### config.mk
export PLATFORM = sky130hd
export DESIGN_NAME = nms_iou_unit
export DESIGN_NICKNAME = d
export VERILOG_FILES = /design/src/sv/nms_pkg.sv /design/src/sv/nms_iou_unit.sv
export SDC_FILE = /design/constraint.sdc
export NUM_CORES = 1
export LEC_CHECK = 0
export ABC_AREA = 1
export BUFFER_PORTS_ARGS = -buffer_cell sky130_fd_sc_hd__buf_2
export CELL_PAD_IN_SITES_DETAIL_PLACEMENT = 2
export CELL_PAD_IN_SITES_GLOBAL_PLACEMENT = 2
export CORE_ASPECT_RATIO = 0.7
export CORE_MARGIN = 4
export CORE_UTILIZATION = 38
export DETAILED_ROUTE_END_ITERATION = 6
export GPL_TIMING_DRIVEN = 0
export PLACE_DENSITY = 0.93
export SETUP_SLACK_MARGIN = 0.05
export SLEW_MARGIN = 20
export SYNTH_ARGS = -nofsm -noshare
export SYNTH_HDL_FRONTEND = slang
export SYNTH_SLANG_ARGS = --single-unit
### constraint.sdc
create_clock -name clk_i -period 9.19 [get_ports clk_i]
set_clock_uncertainty 0.1 [all_clocks]
set_input_delay 1.3785 -clock clk_i [delete_from_list [all_inputs] [get_ports clk_i]]
set_output_delay 1.3785 -clock clk_i [all_outputs]
set_load 0.005 [all_outputs]
### src/sv/nms_pkg.sv
// shared types, constants and helpers for the detection filter with box suppression
`default_nettype none
package nms_pkg;

  localparam int unsigned MaxCandDefault = 1024;

  localparam logic [15:0] BodyThrReset = 16'd32768;
  localparam logic [15:0] HeadThrReset = 16'd32768;
  localparam logic [15:0] IouThrReset  = 16'd29491;
  localparam logic [6:0]  MaxBoxReset  = 7'd64;
  localparam logic [6:0]  OutLimit     = 7'd64;

  // 0.1 in Q0.16, rounded up
  localparam logic [15:0] ScoreFloor   = 16'd6554;
  // 2.0 pixels in 12.4
  localparam logic signed [16:0] MinSize = 17'sd32;
  localparam logic [3:0]  HeadClass    = 4'd1;

  typedef enum logic [2:0] {
    CFG_BODY_THR = 3'd0,
    CFG_HEAD_THR = 3'd1,
    CFG_IOU_THR  = 3'd2,
    CFG_MAX_BOX  = 3'd3,
    CFG_LOWERED  = 3'd4
  } cfg_reg_e;

  typedef enum logic [2:0] {
    ST_LOAD,
    ST_PASS_RD,
    ST_PASS_WAIT,
    ST_PASS_IOU,
    ST_PASS_END,
    ST_MARK,
    ST_OUT
  } nms_state_e;

  typedef enum logic [2:0] {
    U_IDLE,
    U_GEO,
    U_AREA,
    U_INTER,
    U_UNI,
    U_PLO,
    U_PHI,
    U_CMP
  } iou_state_e;

  typedef struct packed {
    logic signed [15:0] x_left;
    logic signed [15:0] y_top;
    logic signed [15:0] x_right;
    logic signed [15:0] y_bottom;
    logic [15:0]        score;
    logic [3:0]         class_code;
    logic               last_in;
  } cand_in_t;

  typedef struct packed {
    logic               valid_res;
    logic [3:0]         box_class;
    logic [15:0]        box_score;
    logic signed [15:0] box_x;
    logic signed [15:0] box_y;
    logic [15:0]        box_w;
    logic [15:0]        box_h;
    logic               last_out;
    logic               overflow;
  } res_t;

  // stored candidate
  typedef struct packed {
    logic signed [15:0] x;
    logic signed [15:0] y;
    logic [15:0]        w;
    logic [15:0]        h;
    logic [15:0]        score;
    logic [3:0]         cls;
  } cand_t;

  typedef struct packed {
    logic        start;
    logic        check;
    cand_t       a;
    logic [31:0] area_a;
    cand_t       b;
    logic [15:0] thr;
  } iou_req_t;

  typedef struct packed {
    logic        done;
    logic        suppress;
    logic [31:0] area_b;
  } iou_rsp_t;

  function automatic res_t make_res(cand_t c, logic last, logic ovf);
    res_t r;
    r.valid_res = 1'b1;
    r.box_class = c.cls;
    r.box_score = c.score;
    r.box_x     = c.x;
    r.box_y     = c.y;
    r.box_w     = c.w;
    r.box_h     = c.h;
    r.last_out  = last;
    r.overflow  = ovf;
    return r;
  endfunction

  function automatic res_t empty_res(logic ovf);
    res_t r;
    r          = '0;
    r.last_out = 1'b1;
    r.overflow = ovf;
    return r;
  endfunction

endpackage
`default_nettype wire

### src/sv/nms_iou_unit.sv
// iterative overlap test around one shared 17x17 multiplier
`default_nettype none
module nms_iou_unit import nms_pkg::*; (
  input  wire logic     clk_i,
  input  wire logic     rst_ni,
  input  wire iou_req_t req_i,
  output iou_rsp_t      rsp_o
);

  iou_state_e state_q, state_d;
  cand_t       b_q;
  logic        chk_q;
  logic [15:0] dx_q, dy_q;
  logic        ovl_q;
  logic [31:0] areab_q, inter_q;
  logic [32:0] uni_q;
  logic [33:0] plo_q, phi_q;
  logic        done_q, done_d;
  logic        sup_q, sup_d;

  logic [16:0] mul_a, mul_b;
  logic [33:0] mul_p;

  logic signed [17:0] ax0, ax1, bx0, bx1, ay0, ay1, by0, by1;
  logic signed [17:0] x1, x2, y1, y2, dx, dy;
  logic [49:0] lhs, rhs;

  // overlap extents in 18-bit signed
  always_comb begin
    ax0 = {{2{req_i.a.x[15]}}, req_i.a.x};
    ay0 = {{2{req_i.a.y[15]}}, req_i.a.y};
    bx0 = {{2{b_q.x[15]}}, b_q.x};
    by0 = {{2{b_q.y[15]}}, b_q.y};
    ax1 = ax0 + $signed({2'b00, req_i.a.w});
    ay1 = ay0 + $signed({2'b00, req_i.a.h});
    bx1 = bx0 + $signed({2'b00, b_q.w});
    by1 = by0 + $signed({2'b00, b_q.h});
    x1  = (ax0 > bx0) ? ax0 : bx0;
    y1  = (ay0 > by0) ? ay0 : by0;
    x2  = (ax1 < bx1) ? ax1 : bx1;
    y2  = (ay1 < by1) ? ay1 : by1;
    dx  = x2 - x1;
    dy  = y2 - y1;
  end

  always_comb begin
    mul_a = '0;
    mul_b = '0;
    unique case (state_q)
      U_AREA: begin
        mul_a = {1'b0, b_q.w};
        mul_b = {1'b0, b_q.h};
      end
      U_INTER: begin
        mul_a = {1'b0, dx_q};
        mul_b = {1'b0, dy_q};
      end
      U_PLO: begin
        mul_a = {1'b0, req_i.thr};
        mul_b = uni_q[16:0];
      end
      U_PHI: begin
        mul_a = {1'b0, req_i.thr};
        mul_b = {1'b0, uni_q[32:17]};
      end
      default: begin
        mul_a = '0;
        mul_b = '0;
      end
    endcase
    mul_p = mul_a * mul_b;
  end

  assign lhs = {2'b00, inter_q, 16'd0};
  assign rhs = 50'(plo_q) + {phi_q[32:0], 17'd0};

  always_comb begin
    state_d = state_q;
    done_d  = 1'b0;
    sup_d   = sup_q;
    unique case (state_q)
      U_IDLE:  if (req_i.start) state_d = U_GEO;
      U_GEO:   state_d = U_AREA;
      U_AREA: begin
        if (chk_q && ovl_q) begin
          state_d = U_INTER;
        end else begin
          sup_d   = 1'b0;
          done_d  = 1'b1;
          state_d = U_IDLE;
        end
      end
      U_INTER: state_d = U_UNI;
      U_UNI:   state_d = U_PLO;
      U_PLO:   state_d = U_PHI;
      U_PHI:   state_d = U_CMP;
      U_CMP: begin
        sup_d   = lhs > rhs;
        done_d  = 1'b1;
        state_d = U_IDLE;
      end
      default: state_d = U_IDLE;
    endcase
  end

  always_ff @(posedge clk_i or negedge rst_ni) begin
    if (!rst_ni) begin
      state_q <= U_IDLE;
      done_q  <= 1'b0;
      sup_q   <= 1'b0;
    end else begin
      state_q <= state_d;
      done_q  <= done_d;
      sup_q   <= sup_d;
    end
  end

  always_ff @(posedge clk_i) begin
    if (state_q == U_IDLE && req_i.start) begin
      b_q   <= req_i.b;
      chk_q <= req_i.check;
    end
    if (state_q == U_GEO) begin
      dx_q  <= dx[15:0];
      dy_q  <= dy[15:0];
      ovl_q <= (dx > 18'sd0) && (dy > 18'sd0);
    end
    if (state_q == U_AREA)  areab_q <= mul_p[31:0];
    if (state_q == U_INTER) inter_q <= mul_p[31:0];
    if (state_q == U_UNI)   uni_q <= 33'(req_i.area_a) + 33'(areab_q) - 33'(inter_q);
    if (state_q == U_PLO)   plo_q <= mul_p;
    if (state_q == U_PHI)   phi_q <= mul_p;
  end

  assign rsp_o.done     = done_q;
  assign rsp_o.suppress = sup_q;
  assign rsp_o.area_b   = areab_q;

  a_done_pulse: assert property (@(posedge clk_i) disable iff (!rst_ni)
    done_q |-> state_q == U_IDLE)
    else $error("overlap unit finished while busy");
  a_start_idle: assert property (@(posedge clk_i) disable iff (!rst_ni)
    (state_q == U_IDLE && req_i.start) |=> state_q == U_GEO)
    else $error("overlap unit ignored a start");
  a_sup_needs_chk: assert property (@(posedge clk_i) disable iff (!rst_ni)
    (done_q && sup_q) |-> chk_q)
    else $error("suppression without check");

endmodule
`default_nettype wire

==> reports/qor.txt <==
Synth warn: 0
Via count: 29,677
DR pass1 iterations: 6
Hold Vio Cnt, Final: 0
Syn Inst Count: 3,469
WL per Instance: 32.0 um
Clock Latency Late Sink: 620 ps
First-pass GRT wire length: 223 mm
Critical-path top delay cell: fa_1
Pin count of the biggest net entering global routing: 48
Area contributors post-synth: edfxtp_1 26%, fa_1 17%, ha_1 15%
Rel. slew slack: 14.7%
Crit path max fanout: 10
Final GP Congestion: 0.962
WP data required: 9340 ps
RSZ-0062 raised after global routing: yes
Crit path time final: 9560 ps
Row cnt: 85
Reg2Reg Depth: 32
DRC: 0
Clk sink count: 266
I/O Pins: 254
Nets@finish: 4,572
Starting density of the core: 38.5%
Syn Area/Cell: 8.56 um2
Post-Synth Simple-Gate Area: 16.3%
DRT met1 WL: 57.2 mm
Depth of the CTS H-tree: 2
Outcome: finished with violations
CP max stage delay: 820 ps
Detail Placement HPWL: 111 mm
Async S/R FF share, synth: 1.88%
Endpoints failing setup: 43
FF+latch count, synth: 266
CTS tree: built
Post-synthesis mux area share: 0%
Post-synthesis compound-gate area fraction: 10.6%
Starting DRT DRC Count: 3,481
Ys flop type: edfxtp_1
Die width: 342 um
Area growth syn-to-layout: 14.1%
Register area share after synthesis: 26.8%
Share of the synthesized area in the top cell type: 26.4%
Top Metal Used: met5
Adder-Cell Fraction of Synth Area: 31.5%
Vias in the first global route: 33,206
Clock Tree Root: clkbuf_16
Max Cap Viol: 0
Cts hold-fix bufs: 0
GRT Overall Usage: 35.9%
Setup CP Type: register to register
Data arrival, critical path: 9710 ps
XOR/XNOR share of the synthesized area: 5.01%
Syn Nets: 4,288
Failing checks: setup timing
Mapped Area: 29,700 um2
Met2 wire length: 70.5 mm
Area leader, netlist: edfxtp_1
Routed wl met3: 15.2 mm
Via density per instance: 6.15
Total negative setup slack: -6470 ps
Crit start category: register
Share of layout cells above drive strength 1: 11.6%
Tcrit/Tclk final: 104%
Core Area: 77,200 um2
Peak Freq: 105 MHz
Total die area: 82,800 um2
IO buf count: 213
Final Max Slew Viols: 0
Post-synth EDFFs: 261
Worst Tran Pin Value: 1260 ps
Die H: 242 um
DP Worst Slack: -655 ps
CP endpoint kind: register
Antenna violations before repair: 10
Overflow after GRT: 0
DRT Wirelength: 154 mm
Antenna-violating nets left: 0
CP most frequent cell: inv_1
Hold/Removal Path Class: input pin to asynchronous set/reset pin
Clock Pin Slew Worst Setup and Hold Paths: 70 ps
Worst setup margin: -374 ps
Longest Clk Path Bufs: 3
Netlist cell types: 56
Largest family of logic cells by synthesized area: adder cells
Total CTS buffers: 35
==> sequential cells by signal, summed over array words and instances, names as in the netlist <==
register / cells
b_q: 64
inter_q: 32
done_q: 1
sup_q: 1
plo_q: 33
areab_q: 32
dy_q: 16
phi_q: 33
dx_q: 16
state_q: 3
ovl_q: 1
uni_q: 33
chk_q: 1
==> per-stage QoR <==
| step | instances | cell area, um2 | util, % | hold slack [ps] |
|---|---|---|---|---|
| detailed placement | 4745 | 32300 | 41.9 | 518 |
| CTS | 4809 | 33600 | 43.5 | 549 |
| floorplan | 3469 | 29700 | - | 377 |
| finish | 4827 | 33900 | 43.9 | 566 |
| global route | 4821 | 33900 | 43.9 | 543 |
| global placement | 4726 | 32100 | 41.5 | 489 |
==> cell type report <==
cell class,instances,area (um2)
Antenna cell,6,15.0
Tap cell,1044,1310
Fill cell,8601,43300
Clock inverter,13,146
Timing Repair Buffer,250,1390
Inverter,717,2710
Sequential cell,266,7960
Multi-Input combinational cell,2444,19200
Buffer,39,256
Clock buffer,48,925
==> layer usage <==
metal | GRT usage, % | vias up
li1 | - | 11873
met1 | 42.6 | 14981
met2 | 58.5 | 2041
met3 | 9.44 | 772
met4 | 21.2 | 10
met5 | 0 | -
==> path summary, 6_finish.rpt <==
path / startpoint / endpoint / slack, ps
setup / recovery: state_q[1]$_DFFE_PN0P_ / phi_q[23]$_DFFE_PN_ / -370
hold / removal: rst_ni / sup_q$_DFFE_PN0P_ / 570
setup reg to reg: state_q[1]$_DFFE_PN0P_ / phi_q[23]$_DFFE_PN_ / -370
hold reg to reg: sup_q$_DFFE_PN0P_ / sup_q$_DFFE_PN0P_ / 610
max in group asynchronous: rst_ni / done_q$_DFF_PN0_ / 8190
min in group clk_i: sup_q$_DFFE_PN0P_ / sup_q$_DFFE_PN0P_ / 610
==> synthesized netlist by cell type, types with 6 or more instances <==
master	number
o21bai_1	18
nand3b_1	6
xnor2_1	63
nor4_1	11
fa_1	247
a31oi_1	24
nor3_1	37
o211ai_1	6
a221oi_1	20
inv_2	6
o21ai_1	28
clkinv_1	7
o21ai_0	113
a21boi_0	6
xor2_1	107
nand3_1	118
inv_1	703
clkbuf_1	21
nand4_1	31
a21o_1	16
nand2_1	638
ha_1	352
a21oi_1	207
a22o_1	16
o21ai_2	13
nand2_2	23
buf_2	14
a221oi_2	14
a211oi_1	6
nor2_1	277
edfxtp_1	261
==> cell families (layout without fill, tap and decap cells) <==
| kind of cell | after synthesis | count (layout) |
|---|---|---|
| compound gates | 512 | 512 |
| flops | 266 | 266 |
| other cells | 0 | 6 |
| fa+ha+maj | 599 | 599 |
| buf+inv | 759 | 1067 |
| xor+xnor | 170 | 170 |
| simple gates | 1163 | 1163 |
==> worst max-delay path: cells and delay by family (launching register included) <==
family | cells | cell delay [ps]
AOI/OAI and AO/OA | 4 | 1030
and+or+nand+nor | 9 | 1430
DFF | 1 | 340
xor gates and xnor gates | 1 | 730
adders and majority gates | 7 | 3660
buffers and inverters | 11 | 1880
==> cell usage in the layout (no fill, tap or decap), types with 16 or more instances in the layout <==
cell and n:
a21oi_1 205, nand3_1 118, a31oi_1 23, fa_1 247, a21o_1 16, buf_4 33
buf_2 223, inv_1 701, edfxtp_1 261, nand2_2 23, xnor2_1 62, nand4_1 31
a221oi_4 18, nand2_1 638, clkbuf_16 35, o21ai_1 29, xor2_1 105, nor2_1 272
clkbuf_1 24, a22o_1 16, o21ai_0 112, ha_1 352, nor3_1 36, o21bai_1 18
==> repair_timing <==
action | 4_1_cts | 5_1_grt
buffers inserted | 6 | 12
pin swaps | 1 | 3
endpoints found under the setup margin | 85 | 52
cloned | 0 | 0
gates resized for setup | 32 | 37
endpoints found under the hold margin | 0 | 0
Power is left out: the tool's default activity adds up to more than one toggle a clock period on the data nets, which glitch-free logic cannot reach.
